### config.mk
export PLATFORM = sky130hd
export DESIGN_NAME = round_robin_adc_channel_averager_unit
export DESIGN_NICKNAME = d
export VERILOG_FILES = /design/src/sv/rrca_pkg.sv /design/src/sv/rrca_input_stage.sv /design/src/sv/rrca_core.sv /design/src/sv/round_robin_adc_channel_averager_unit.sv
export VERILOG_INCLUDE_DIRS = /design/src /design/src/sv
export SDC_FILE = /design/constraint.sdc
export NUM_CORES = 1
export LEC_CHECK = 0
export BUFFER_PORTS_ARGS = -buffer_cell sky130_fd_sc_hd__clkbuf_2
export CAP_MARGIN = 20
export CORE_ASPECT_RATIO = 0.8
export CORE_MARGIN = 4
export CORE_UTILIZATION = 40
export CTS_BUF_LIST = sky130_fd_sc_hd__clkbuf_4
export DETAILED_ROUTE_END_ITERATION = 6
export HOLD_SLACK_MARGIN = 0.15
export SYNTH_ARGS = -nofsm -noshare
export SYNTH_HDL_FRONTEND = slang
export SYNTH_SLANG_ARGS = --single-unit
### constraint.sdc
create_clock -name clk -period 5.26 [get_ports clk]
set_input_delay 1.052 -clock clk [delete_from_list [all_inputs] [get_ports clk]]
set_output_delay 1.052 -clock clk [all_outputs]
set_load 0.05 [all_outputs]
### src/sv/assert_macros.svh
// ----------------------------------------------------------------------------
// assertion macros used by the averager core module
// ----------------------------------------------------------------------------
`ifndef ASSERT_MACROS_SVH
`define ASSERT_MACROS_SVH

// implication checked on every rising clock edge, off during reset
`define ASSERT_IMPL(lbl, clk, rst_n, ante, cons) \
	lbl: assert property (@(posedge clk) disable iff (!rst_n) (ante) |-> (cons)) \
		else $error("assertion failed");

// next-cycle implication, off during reset
`define ASSERT_NEXT(lbl, clk, rst_n, ante, cons) \
	lbl: assert property (@(posedge clk) disable iff (!rst_n) (ante) |=> (cons)) \
		else $error("assertion failed");

`endif

### src/sv/rrca_pkg.sv
// ----------------------------------------------------------------------------
// rrca_pkg
// types and constants of the round-robin channel averager
// ----------------------------------------------------------------------------
package rrca_pkg;

	localparam int SampleWidth = 16;
	localparam int AccWidth    = 32;
	localparam int ChanCount   = 4;
	localparam int ChanWidth   = 2;

	// channel codes
	typedef enum logic [ChanWidth-1:0] {
		CH_CURRENT = 2'd0,
		CH_VOLTAGE = 2'd1,
		CH_POT     = 2'd2,
		CH_TEMP    = 2'd3
	} chan_t;

	// input register contents handed to the update stage
	typedef struct packed {
		logic                   valid;
		logic [SampleWidth-1:0] sample;
	} in_stage_t;

	// fixed measurement order
	function automatic chan_t next_chan(chan_t ch);
		chan_t nxt;
		unique case (ch)
			CH_CURRENT: nxt = CH_VOLTAGE;
			CH_VOLTAGE: nxt = CH_POT;
			CH_POT:     nxt = CH_TEMP;
			CH_TEMP:    nxt = CH_CURRENT;
			default:    nxt = CH_CURRENT;
		endcase
		return nxt;
	endfunction

endpackage

### src/sv/rrca_input_stage.sv
// ----------------------------------------------------------------------------
// rrca_input_stage
// input register: holds one accepted sample for the update stage
// ----------------------------------------------------------------------------
module rrca_input_stage (
	input  logic                          clk,
	input  logic                          arst_n,
	input  logic                          sample_valid,
	output logic                          sample_ready,
	input  logic [rrca_pkg::SampleWidth-1:0] sample,
	input  logic                          advance,
	output rrca_pkg::in_stage_t           stage_s1
);

	logic                             valid_s1;
	logic [rrca_pkg::SampleWidth-1:0] sample_s1;

	// free when empty or when the held transaction moves on
	assign sample_ready = !valid_s1 || advance;

	// valid bit
	always_ff @(posedge clk or negedge arst_n) begin
		if (!arst_n) begin
			valid_s1 <= 1'b0;
		end else if (sample_ready) begin
			valid_s1 <= sample_valid;
		end
	end

	// payload
	always_ff @(posedge clk) begin
		if (sample_ready && sample_valid) begin
			sample_s1 <= sample;
		end
	end

	assign stage_s1.valid  = valid_s1;
	assign stage_s1.sample = sample_s1;

endmodule

### src/sv/rrca_core.sv
// ----------------------------------------------------------------------------
// rrca_core
// accumulator bank, channel pointer, moving-average update and result register
// ----------------------------------------------------------------------------
`include "assert_macros.svh"

module rrca_core (
	input  logic                             clk,
	input  logic                             arst_n,
	input  rrca_pkg::in_stage_t              stage_s1,
	output logic                             advance,
	output logic                             result_valid,
	input  logic                             result_ready,
	output rrca_pkg::chan_t                  measured_q,
	output rrca_pkg::chan_t                  pointer_q,
	output logic [rrca_pkg::AccWidth-1:0]    acc_q [rrca_pkg::ChanCount]
);

	localparam int HalfWidth = rrca_pkg::AccWidth - rrca_pkg::SampleWidth;

	logic                          res_valid_q;
	logic                          load;
	logic [rrca_pkg::AccWidth-1:0] acc_sel;
	logic [rrca_pkg::AccWidth-1:0] acc_new;
	logic [rrca_pkg::AccWidth-1:0] hi_ext;
	logic [rrca_pkg::AccWidth-1:0] smp_ext;
	logic                          is_signed;

	// result slot free or being drained this cycle
	assign advance = !res_valid_q || result_ready;
	assign load    = stage_s1.valid && advance;

	// acc = acc - (acc >> 16) + sample, signed extension for current
	always_comb begin
		acc_sel   = acc_q[pointer_q];
		is_signed = (pointer_q == rrca_pkg::CH_CURRENT);
		hi_ext    = {{HalfWidth{is_signed && acc_sel[rrca_pkg::AccWidth-1]}},
			acc_sel[rrca_pkg::AccWidth-1 -: rrca_pkg::SampleWidth]};
		smp_ext   = {{HalfWidth{is_signed && stage_s1.sample[rrca_pkg::SampleWidth-1]}},
			stage_s1.sample};
		acc_new   = acc_sel - hi_ext + smp_ext;
	end

	// accumulators and pointer
	always_ff @(posedge clk or negedge arst_n) begin
		if (!arst_n) begin
			for (int i = 0; i < rrca_pkg::ChanCount; i++) begin
				acc_q[i] <= '0;
			end
			pointer_q <= rrca_pkg::CH_CURRENT;
		end else if (load) begin
			acc_q[pointer_q] <= acc_new;
			pointer_q        <= rrca_pkg::next_chan(pointer_q);
		end
	end

	// result valid
	always_ff @(posedge clk or negedge arst_n) begin
		if (!arst_n) begin
			res_valid_q <= 1'b0;
		end else if (advance) begin
			res_valid_q <= stage_s1.valid;
		end
	end

	// channel just credited
	always_ff @(posedge clk) begin
		if (load) begin
			measured_q <= pointer_q;
		end
	end

	assign result_valid = res_valid_q;

	`ASSERT_IMPL(a_next_follows, clk, arst_n, res_valid_q,
		pointer_q == rrca_pkg::next_chan(measured_q))
	`ASSERT_NEXT(a_stall_holds_state, clk, arst_n, res_valid_q && !result_ready,
		res_valid_q && $stable(pointer_q) && $stable(acc_q[measured_q]))
	`ASSERT_NEXT(a_load_sets_valid, clk, arst_n, load, res_valid_q)

endmodule

### src/sv/round_robin_adc_channel_averager_unit.sv
// ----------------------------------------------------------------------------
// round_robin_adc_channel_averager_unit
// four-channel exponential moving average over a fixed conversion order
// ----------------------------------------------------------------------------
// Usage: each sample transaction (sample_valid/sample_ready) carries one
// conversion word, credited to the channel now measured, in the order
// current, bus voltage, potentiometer, temperature, then current again.
// Each channel keeps a 32-bit accumulator updated as acc - (acc >> 16) + sample;
// the current channel uses signed values. One result transaction
// (result_valid/result_ready) follows each sample: the channel credited, its
// new average, the next channel and all four averages after the update.
// A sample passes the input register, then the single accumulator
// add/subtract into the result register. Throughput is one sample per
// cycle while the receiver takes results, set by that one update path.
// While the receiver stalls, the held result stays put and one more
// sample can wait in the input register before sample_ready drops.
// Reset clears all accumulators to zero and points at the current channel.
// ----------------------------------------------------------------------------
module round_robin_adc_channel_averager_unit (
	input  logic               clk,
	input  logic               arst_n,
	input  logic               sample_valid,
	output logic               sample_ready,
	input  logic [15:0]        sample,
	output logic               result_valid,
	input  logic               result_ready,
	output logic [1:0]         measured_channel,
	output logic [15:0]        filtered_value,
	output logic [1:0]         next_channel,
	output logic signed [15:0] current_average,
	output logic [15:0]        voltage_average,
	output logic [15:0]        pot_average,
	output logic [15:0]        temperature_average
);

	localparam int Aw = rrca_pkg::AccWidth;
	localparam int Sw = rrca_pkg::SampleWidth;

	rrca_pkg::in_stage_t stage_s1;
	logic                advance;
	rrca_pkg::chan_t     measured_q;
	rrca_pkg::chan_t     pointer_q;
	logic [Aw-1:0]       acc_q [rrca_pkg::ChanCount];
	logic [Aw-1:0]       acc_meas;

	// input register
	rrca_input_stage u_input (
		.clk          (clk),
		.arst_n       (arst_n),
		.sample_valid (sample_valid),
		.sample_ready (sample_ready),
		.sample       (sample),
		.advance      (advance),
		.stage_s1     (stage_s1)
	);

	// update and result stage
	rrca_core u_core (
		.clk          (clk),
		.arst_n       (arst_n),
		.stage_s1     (stage_s1),
		.advance      (advance),
		.result_valid (result_valid),
		.result_ready (result_ready),
		.measured_q   (measured_q),
		.pointer_q    (pointer_q),
		.acc_q        (acc_q)
	);

	// result fields read from the state, which holds while a result waits
	assign acc_meas            = acc_q[measured_q];
	assign measured_channel    = measured_q;
	assign next_channel        = pointer_q;
	assign filtered_value      = acc_meas[Aw-1 -: Sw];
	assign current_average     = $signed(acc_q[rrca_pkg::CH_CURRENT][Aw-1 -: Sw]);
	assign voltage_average     = acc_q[rrca_pkg::CH_VOLTAGE][Aw-1 -: Sw];
	assign pot_average         = acc_q[rrca_pkg::CH_POT][Aw-1 -: Sw];
	assign temperature_average = acc_q[rrca_pkg::CH_TEMP][Aw-1 -: Sw];

endmodule
==> results of run 1 <==
==> routing by layer <==
metal  global-route usage [%]  up-vias  routed length [um]
met5                        0        -                   0
met3                     3.96       18                1330
met4                     3.76        0                 220
met1                     28.9     3375               12200
li1                         -     3131                   -
met2                     25.6      189                9930
==> per-stage QoR <==
step	cells	hold WS, ns
after CTS	1244	0.499
after global placement	1212	0.457
after floorplan	879	0.445
after detailed placement	1212	0.469
after global routing	1245	0.515
final	1245	0.496
==> kinds of logic after synthesis <==
family | Yosys count | synth area share (%)
flops | 150 | 39.0
fa+ha+maj | 68 | 11.0
xor+xnor | 27 | 2.40
buf+inv | 182 | 9.55
simple gates | 167 | 7.92
mux | 125 | 19.7
compound gates | 160 | 10.4
==> Yosys cell counts, types with 9 or more instances <==
cell type and count:
a21oi_1 30, mux4_2 48, ha_1 37, fa_1 31, o21ai_0 64, buf_2 14, buf_4 64, clkbuf_1 22
inv_1 77, edfxtp_1 18, dfrtp_1 132, mux2_2 72, nand2_1 82, xor2_1 10, xnor2_1 17, nor3_1 18
nor2_1 25, nand4_1 9
==> final timing paths <==
check                                    startpoint  cells past startpoint  slack [ns]               end
min in group asynchronous                    arst_n                      1        0.52   u_core.acc_q[8]
worst max-delay path            u_core.pointer_q[0]                     14        0.68  u_core.acc_q[91]
max in group asynchronous                    arst_n                      2        3.63  u_core.acc_q[59]
worst min-delay path                u_core.acc_q[1]                      2        0.50   u_core.acc_q[1]
worst max register to register  u_core.pointer_q[0]                     14        0.68  u_core.acc_q[91]
worst min register to register      u_core.acc_q[1]                      2        0.50   u_core.acc_q[1]
==> critical path, cell delays in order, from the launching register on <==
cell and delay [ns]:
dfrtp_2 0.65, inv_1 0.21, ha_1 0.29, inv_1 0.12, nor2_2 0.34, buf_4 0.29
fa_1 0.44, ha_1 0.40, a211oi_1 0.29, nor2_1 0.11, or3_1 0.32, a211oi_1 0.33
nor2_1 0.11, xnor2_1 0.39, o21ai_0 0.16
==> state kept, by name (all words and copies together) (netlist names) <==
register and count:
u_input.sample_s1 16, u_core.acc_q 128, u_input.valid_s1 1, u_core.pointer_q 2, u_core.measured_q 2, u_core.result_valid 1
==> cell type report <==
type | instances | area share (%)
inverters | 77 | 2.71
repair buffers | 121 | 6.30
multi-input cells | 547 | 47.7
clock inverters | 13 | 2.14
clock buffers | 19 | 1.34
flip-flops and latches | 150 | 36.1
well taps | 318 | 3.73
==> flow_results.xml, run 1 <==
<?xml version="1.0" encoding="UTF-8"?>
<metrics>
  <group name="outcome">
    <metric name="run_status" unit="">finished, final reports clean</metric>
  </group>
  <group name="clock_network">
    <metric name="cts_hold_buf" unit="">0</metric>
    <metric name="worstSkewPairLatency" unit="ns">0.60</metric>
    <metric name="clock_path_buffers" unit="">2</metric>
    <metric name="cts.htree.levels" unit="">4</metric>
    <metric name="cts_num_sinks" unit="">150</metric>
    <metric name="clockRootBuffer" unit="">clkbuf_4</metric>
    <metric name="numCtsBuffers" unit="">17</metric>
    <metric name="cts.repair.resized" unit="">0</metric>
    <metric name="worst_setup_hold_path_clk_slew" unit="ns">0.14</metric>
    <metric name="cts.repair_timing.setup_buffer_count" unit="">0</metric>
    <metric name="cts_tree" unit="">built</metric>
  </group>
  <group name="finish">
    <metric name="drive_gt1_share" unit="%">31.6</metric>
    <metric name="sequential_cell_area" unit="um2">3850</metric>
    <metric name="finalCoreUtilization" unit="%">43.8</metric>
    <metric name="area_growth" unit="%">8.15</metric>
    <metric name="antenna-diode-count" unit="">0</metric>
    <metric name="nNetsFinal" unit="">1002</metric>
    <metric name="layout.cells.most_common_list" unit="">130 x dfrtp_1, 104 x clkbuf_2, 78 x nand2_1</metric>
    <metric name="post-route-cell-area" unit="um2">10700</metric>
    <metric name="multi_input_area" unit="um2">5080</metric>
    <metric name="layout.cells.most_common" unit="">dfrtp_1</metric>
    <metric name="nFillCells" unit="">2310</metric>
  </group>
  <group name="timing">
    <metric name="max_slew.worst_pin.slew" unit="ns">0.927</metric>
    <metric name="finalClockSkew" unit="ns">0.0257</metric>
    <metric name="finalWorstPathRequiredPeriod" unit="ns">4.58</metric>
    <metric name="highest_clock_rate" unit="MHz">218</metric>
    <metric name="grt_setup_unrepaired" unit="">false</metric>
    <metric name="timing_hold_violations_final" unit="">0</metric>
    <metric name="setup_viol_count_final" unit="">0</metric>
    <metric name="slew_headroom" unit="%">38.2</metric>
    <metric name="final.setup.worst_slack" unit="ns">0.679</metric>
    <metric name="finalCritPeriodShare" unit="%">87.1</metric>
    <metric name="final-max-slew-violation-count" unit="">0</metric>
    <metric name="setup_total_negative_slack" unit="ns">0</metric>
  </group>
  <group name="logic_synthesis">
    <metric name="post_synth_instance_area" unit="um2">9860</metric>
    <metric name="synthFlopType" unit="">dfrtp_1</metric>
    <metric name="synth.lib_cells_used.distinct" unit="">57</metric>
    <metric name="synth_enable_flop_cells" unit="">18</metric>
    <metric name="synth_top_area_share" unit="%">33.5</metric>
    <metric name="synth_sequential_area_ratio" unit="%">39.0</metric>
    <metric name="synth_async_sr_flop_share" unit="%">88.0</metric>
    <metric name="synthDominantAreaCellType" unit="">dfrtp_1</metric>
    <metric name="synthesis.yosys.warnings" unit="">0</metric>
    <metric name="net_count_synth" unit="">967</metric>
    <metric name="synth-seq-cells" unit="">150</metric>
    <metric name="post_synth.cell_area_avg" unit="um2">11.2</metric>
    <metric name="synthesis.instances" unit="">879</metric>
    <metric name="synthTopCellsByArea" unit="">dfrtp_1 34%, mux4_2 11%, mux2_2 8.2%</metric>
  </group>
  <group name="route">
    <metric name="ant_nets" unit="">0</metric>
    <metric name="avgRoutedWirePerCell" unit="um">19.1</metric>
    <metric name="drt_first_iter_violations" unit="">496</metric>
    <metric name="remaining_drcs" unit="">0</metric>
    <metric name="first_pass_detailed_route_iteration_total" unit="">6</metric>
    <metric name="route.final.wire_length" unit="mm">23.7</metric>
    <metric name="num_vias" unit="">6713</metric>
    <metric name="vias_per_cell" unit="">5.39</metric>
  </group>
  <group name="global_routing">
    <metric name="antenna_found_initial" unit="">0</metric>
    <metric name="pin_count_of_the_biggest_net_entering_global_routing" unit="">98</metric>
    <metric name="grt_pass1_wl" unit="mm">38.3</metric>
    <metric name="first_global_vias" unit="">6677</metric>
    <metric name="congestion_overflow_gr" unit="">0</metric>
    <metric name="gr-usage-all-layers" unit="%">18.2</metric>
  </group>
  <group name="critical_path">
    <metric name="cp-start-kind" unit="">flip-flop</metric>
    <metric name="critPathCaptureType" unit="">flip-flop</metric>
    <metric name="cp_data_required_time" unit="ns">5.72</metric>
    <metric name="worst-endpoint-arrival" unit="ns">5.04</metric>
    <metric name="timing_worst_setup_path_type" unit="">flip-flop to flip-flop</metric>
    <metric name="critical_path_maximum_fanout" unit="">18</metric>
  </group>
  <group name="placed_design">
    <metric name="dp.final_hpwl" unit="mm">17.8</metric>
    <metric name="routabilityCongestion" unit="">0.927</metric>
    <metric name="buffer_ports.inserted" unit="">105</metric>
    <metric name="dp_slack" unit="ns">0.708</metric>
    <metric name="postPlaceCellArea" unit="um2">10300</metric>
  </group>
  <group name="die">
    <metric name="core.rowCount" unit="">51</metric>
    <metric name="core_area" unit="um2">24300</metric>
    <metric name="floorplan.io_pins" unit="">106</metric>
    <metric name="floorplan.die_area" unit="um2">27200</metric>
    <metric name="die_y" unit="um">148</metric>
    <metric name="floorplan.initialDensity" unit="%">40.5</metric>
    <metric name="dieWidth" unit="um">184</metric>
  </group>
  <group name="flow_run">
    <metric name="max-cap-violations" unit="">0</metric>
  </group>
  <group name="worst_hold_path">
    <metric name="worstHoldPathType" unit="">flip-flop to flip-flop</metric>
  </group>
</metrics>
Power of run 1 is not shown: default switching activity piles up to over one toggle a cycle in this logic, so the estimate is an artifact.
==> inputs of run 2 (changes only) <==
--- a/config.mk
+++ b/config.mk
@@ -8,10 +8,9 @@
 export LEC_CHECK = 0
 export BUFFER_PORTS_ARGS = -buffer_cell sky130_fd_sc_hd__clkbuf_2
 export CAP_MARGIN = 20
-export CORE_ASPECT_RATIO = 0.8
 export CORE_MARGIN = 4
 export CORE_UTILIZATION = 40
-export CTS_BUF_LIST = sky130_fd_sc_hd__clkbuf_4
+export CTS_BUF_LIST = sky130_fd_sc_hd__clkbuf_16
 export DETAILED_ROUTE_END_ITERATION = 6
 export HOLD_SLACK_MARGIN = 0.15
 export SYNTH_ARGS = -nofsm -noshare
==> constraint.sdc (replaced) <==
create_clock -name clk -period 5.87 [get_ports clk]
set_input_delay 1.174 -clock clk [delete_from_list [all_inputs] [get_ports clk]]
set_output_delay 1.174 -clock clk [all_outputs]
set_load 0.05 [all_outputs]
==> flow_results.xml, run 2 (synthesis gave the netlist of run 1 again) <==
<?xml version="1.0" encoding="UTF-8"?>
<metrics>
  <group name="timing">
    <metric name="finalWorstPathRequiredPeriod" unit="ns">4.73</metric>
    <metric name="max_slew.worst_pin.slew" unit="ns">0.953</metric>
    <metric name="finalCritPeriodShare" unit="%">80.5</metric>
    <metric name="grt_setup_unrepaired" unit="">false</metric>
    <metric name="finalClockSkew" unit="ns">0.00869</metric>
    <metric name="final-max-slew-violation-count" unit="">0</metric>
    <metric name="slew_headroom" unit="%">36.5</metric>
    <metric name="setup_total_negative_slack" unit="ns">0</metric>
    <metric name="setup_viol_count_final" unit="">0</metric>
    <metric name="timing_hold_violations_final" unit="">0</metric>
    <metric name="highest_clock_rate" unit="MHz">212</metric>
  </group>
  <group name="route">
    <metric name="ant_nets" unit="">0</metric>
    <metric name="num_vias" unit="">6562</metric>
    <metric name="avgRoutedWirePerCell" unit="um">18.8</metric>
    <metric name="vias_per_cell" unit="">5.27</metric>
    <metric name="drt_first_iter_violations" unit="">403</metric>
    <metric name="first_pass_detailed_route_iteration_total" unit="">4</metric>
    <metric name="remaining_drcs" unit="">0</metric>
    <metric name="route.final.wire_length" unit="mm">23.4</metric>
  </group>
  <group name="clock_network">
    <metric name="cts_tree" unit="">built</metric>
    <metric name="cts_num_sinks" unit="">150</metric>
    <metric name="cts_hold_buf" unit="">0</metric>
    <metric name="cts.htree.levels" unit="">4</metric>
    <metric name="worstSkewPairLatency" unit="ns">0.42</metric>
    <metric name="cts.repair.resized" unit="">0</metric>
    <metric name="clock_path_buffers" unit="">2</metric>
    <metric name="numCtsBuffers" unit="">17</metric>
    <metric name="clockRootBuffer" unit="">clkbuf_16</metric>
    <metric name="worst_setup_hold_path_clk_slew" unit="ns">0.06</metric>
    <metric name="cts.repair_timing.setup_buffer_count" unit="">0</metric>
  </group>
  <group name="critical_path">
    <metric name="cpMostUsedCell" unit="">o21ai_0</metric>
    <metric name="worst-endpoint-arrival" unit="ns">5.01</metric>
    <metric name="critical_path_maximum_fanout" unit="">16</metric>
    <metric name="critPathSlowestCell" unit="">dfrtp_2</metric>
    <metric name="timing_worst_setup_path_type" unit="">flip-flop to flip-flop</metric>
    <metric name="cp-start-kind" unit="">flip-flop</metric>
    <metric name="path_cells" unit="">mux4_2, nand2_1, buf_4, fa_1, ha_1, a21oi_1, o21ai_0, or3_1, a211oi_1, o31ai_1, xnor2_1, o21ai_0</metric>
    <metric name="max_stage_delay" unit="ns">0.71</metric>
    <metric name="cp_data_required_time" unit="ns">6.15</metric>
    <metric name="critPathCaptureType" unit="">flip-flop</metric>
  </group>
  <group name="finish">
    <metric name="layout.cells.most_common" unit="">dfrtp_1</metric>
    <metric name="nNetsFinal" unit="">996</metric>
    <metric name="number_of_flip_flops_under_the_largest_register_name" unit="">128</metric>
    <metric name="drive_gt1_share" unit="%">30.8</metric>
    <metric name="max_flop_register" unit="">u_core.acc_q</metric>
    <metric name="antenna-diode-count" unit="">0</metric>
    <metric name="area_growth" unit="%">10.0</metric>
    <metric name="top_regs" unit="">u_core.acc_q (128), u_input.sample_s1 (16)</metric>
    <metric name="nFillCells" unit="">2285</metric>
    <metric name="layout.cells.most_common_list" unit="">130 x dfrtp_1, 104 x clkbuf_2, 78 x inv_1, 78 x nand2_1, 72 x mux2_2</metric>
  </group>
  <group name="global_routing">
    <metric name="pin_count_of_the_biggest_net_entering_global_routing" unit="">87</metric>
    <metric name="congestion_overflow_gr" unit="">0</metric>
    <metric name="antenna_found_initial" unit="">0</metric>
    <metric name="grt_pass1_wl" unit="mm">37.5</metric>
    <metric name="gr-usage-all-layers" unit="%">17.9</metric>
    <metric name="first_global_vias" unit="">6727</metric>
  </group>
  <group name="outcome">
    <metric name="run_status" unit="">finished, final reports clean</metric>
  </group>
  <group name="die">
    <metric name="floorplan.die_area" unit="um2">27200</metric>
    <metric name="dieWidth" unit="um">165</metric>
    <metric name="floorplan.initialDensity" unit="%">40.7</metric>
    <metric name="die_y" unit="um">165</metric>
    <metric name="floorplan.io_pins" unit="">106</metric>
    <metric name="core.rowCount" unit="">57</metric>
    <metric name="core_area" unit="um2">24200</metric>
  </group>
  <group name="placed_design">
    <metric name="routabilityCongestion" unit="">0.903</metric>
    <metric name="buffer_ports.inserted" unit="">105</metric>
    <metric name="dp.final_hpwl" unit="mm">17.3</metric>
  </group>
  <group name="flow_run">
    <metric name="max-cap-violations" unit="">0</metric>
  </group>
  <group name="worst_hold_path">
    <metric name="worstHoldPathType" unit="">flip-flop to flip-flop</metric>
  </group>
</metrics>
## run 2: area by class of cell
| cell class | count | area (um2) | share of cell area (%) |
|---|---|---|---|
| Clock buffer | 17 | 425 | 3.92 |
| Clock inverter | 15 | 116 | 1.07 |
| Inverter | 77 | 289 | 2.66 |
| Multi-Input combinational cell | 547 | 5080 | 46.9 |
| Sequential cell | 150 | 3850 | 35.5 |
| Tap cell | 324 | 405 | 3.74 |
| Timing Repair Buffer | 115 | 679 | 6.26 |
## run 2: through the flow
step	std cells	util [%]	cell area (um2)	hold WS [ns]	setup WS (ns)
floorplan	879	-	9860	0.445	0.752
global placement	1209	42.1	10200	0.458	1.17
detailed placement	1209	42.1	10200	0.466	1.05
CTS	1241	44.3	10700	0.479	1.05
global route	1245	44.7	10800	0.505	0.722
finish	1245	44.7	10800	0.477	1.14
## run 2: layer usage
layer	vias to the layer above	wire, um	GRT usage [%]
met1	3256	10900	24.9
met3	20	1320	3.87
li1	3107	-	-
met5	-	0	0
met4	0	340	5.07
met2	179	10900	28.3
## run 2: worst max-delay path: cells and delay by family, from the launching register on
family,cells,cell delay [ns]
compound gates,5,0.98
buf+inv,1,0.33
fa+ha+maj,2,0.85
flops,1,0.71
simple gates,2,0.77
xor+xnor,1,0.31
mux,1,0.64
## run 2: worst paths after layout
check                                    start               end  slack [ns]  cells past startpoint
setup / recovery           u_core.pointer_q[0]  u_core.acc_q[63]        1.14                     12
hold / removal                 u_core.acc_q[6]   u_core.acc_q[6]        0.48                      2
setup reg to reg           u_core.pointer_q[0]  u_core.acc_q[63]        1.14                     12
hold reg to reg                u_core.acc_q[6]   u_core.acc_q[6]        0.48                      2
max in group asynchronous               arst_n  u_core.acc_q[87]        3.96                      2
min in group asynchronous               arst_n  u_core.acc_q[35]        0.78                      1
Power of run 2 is left out for the same reason.
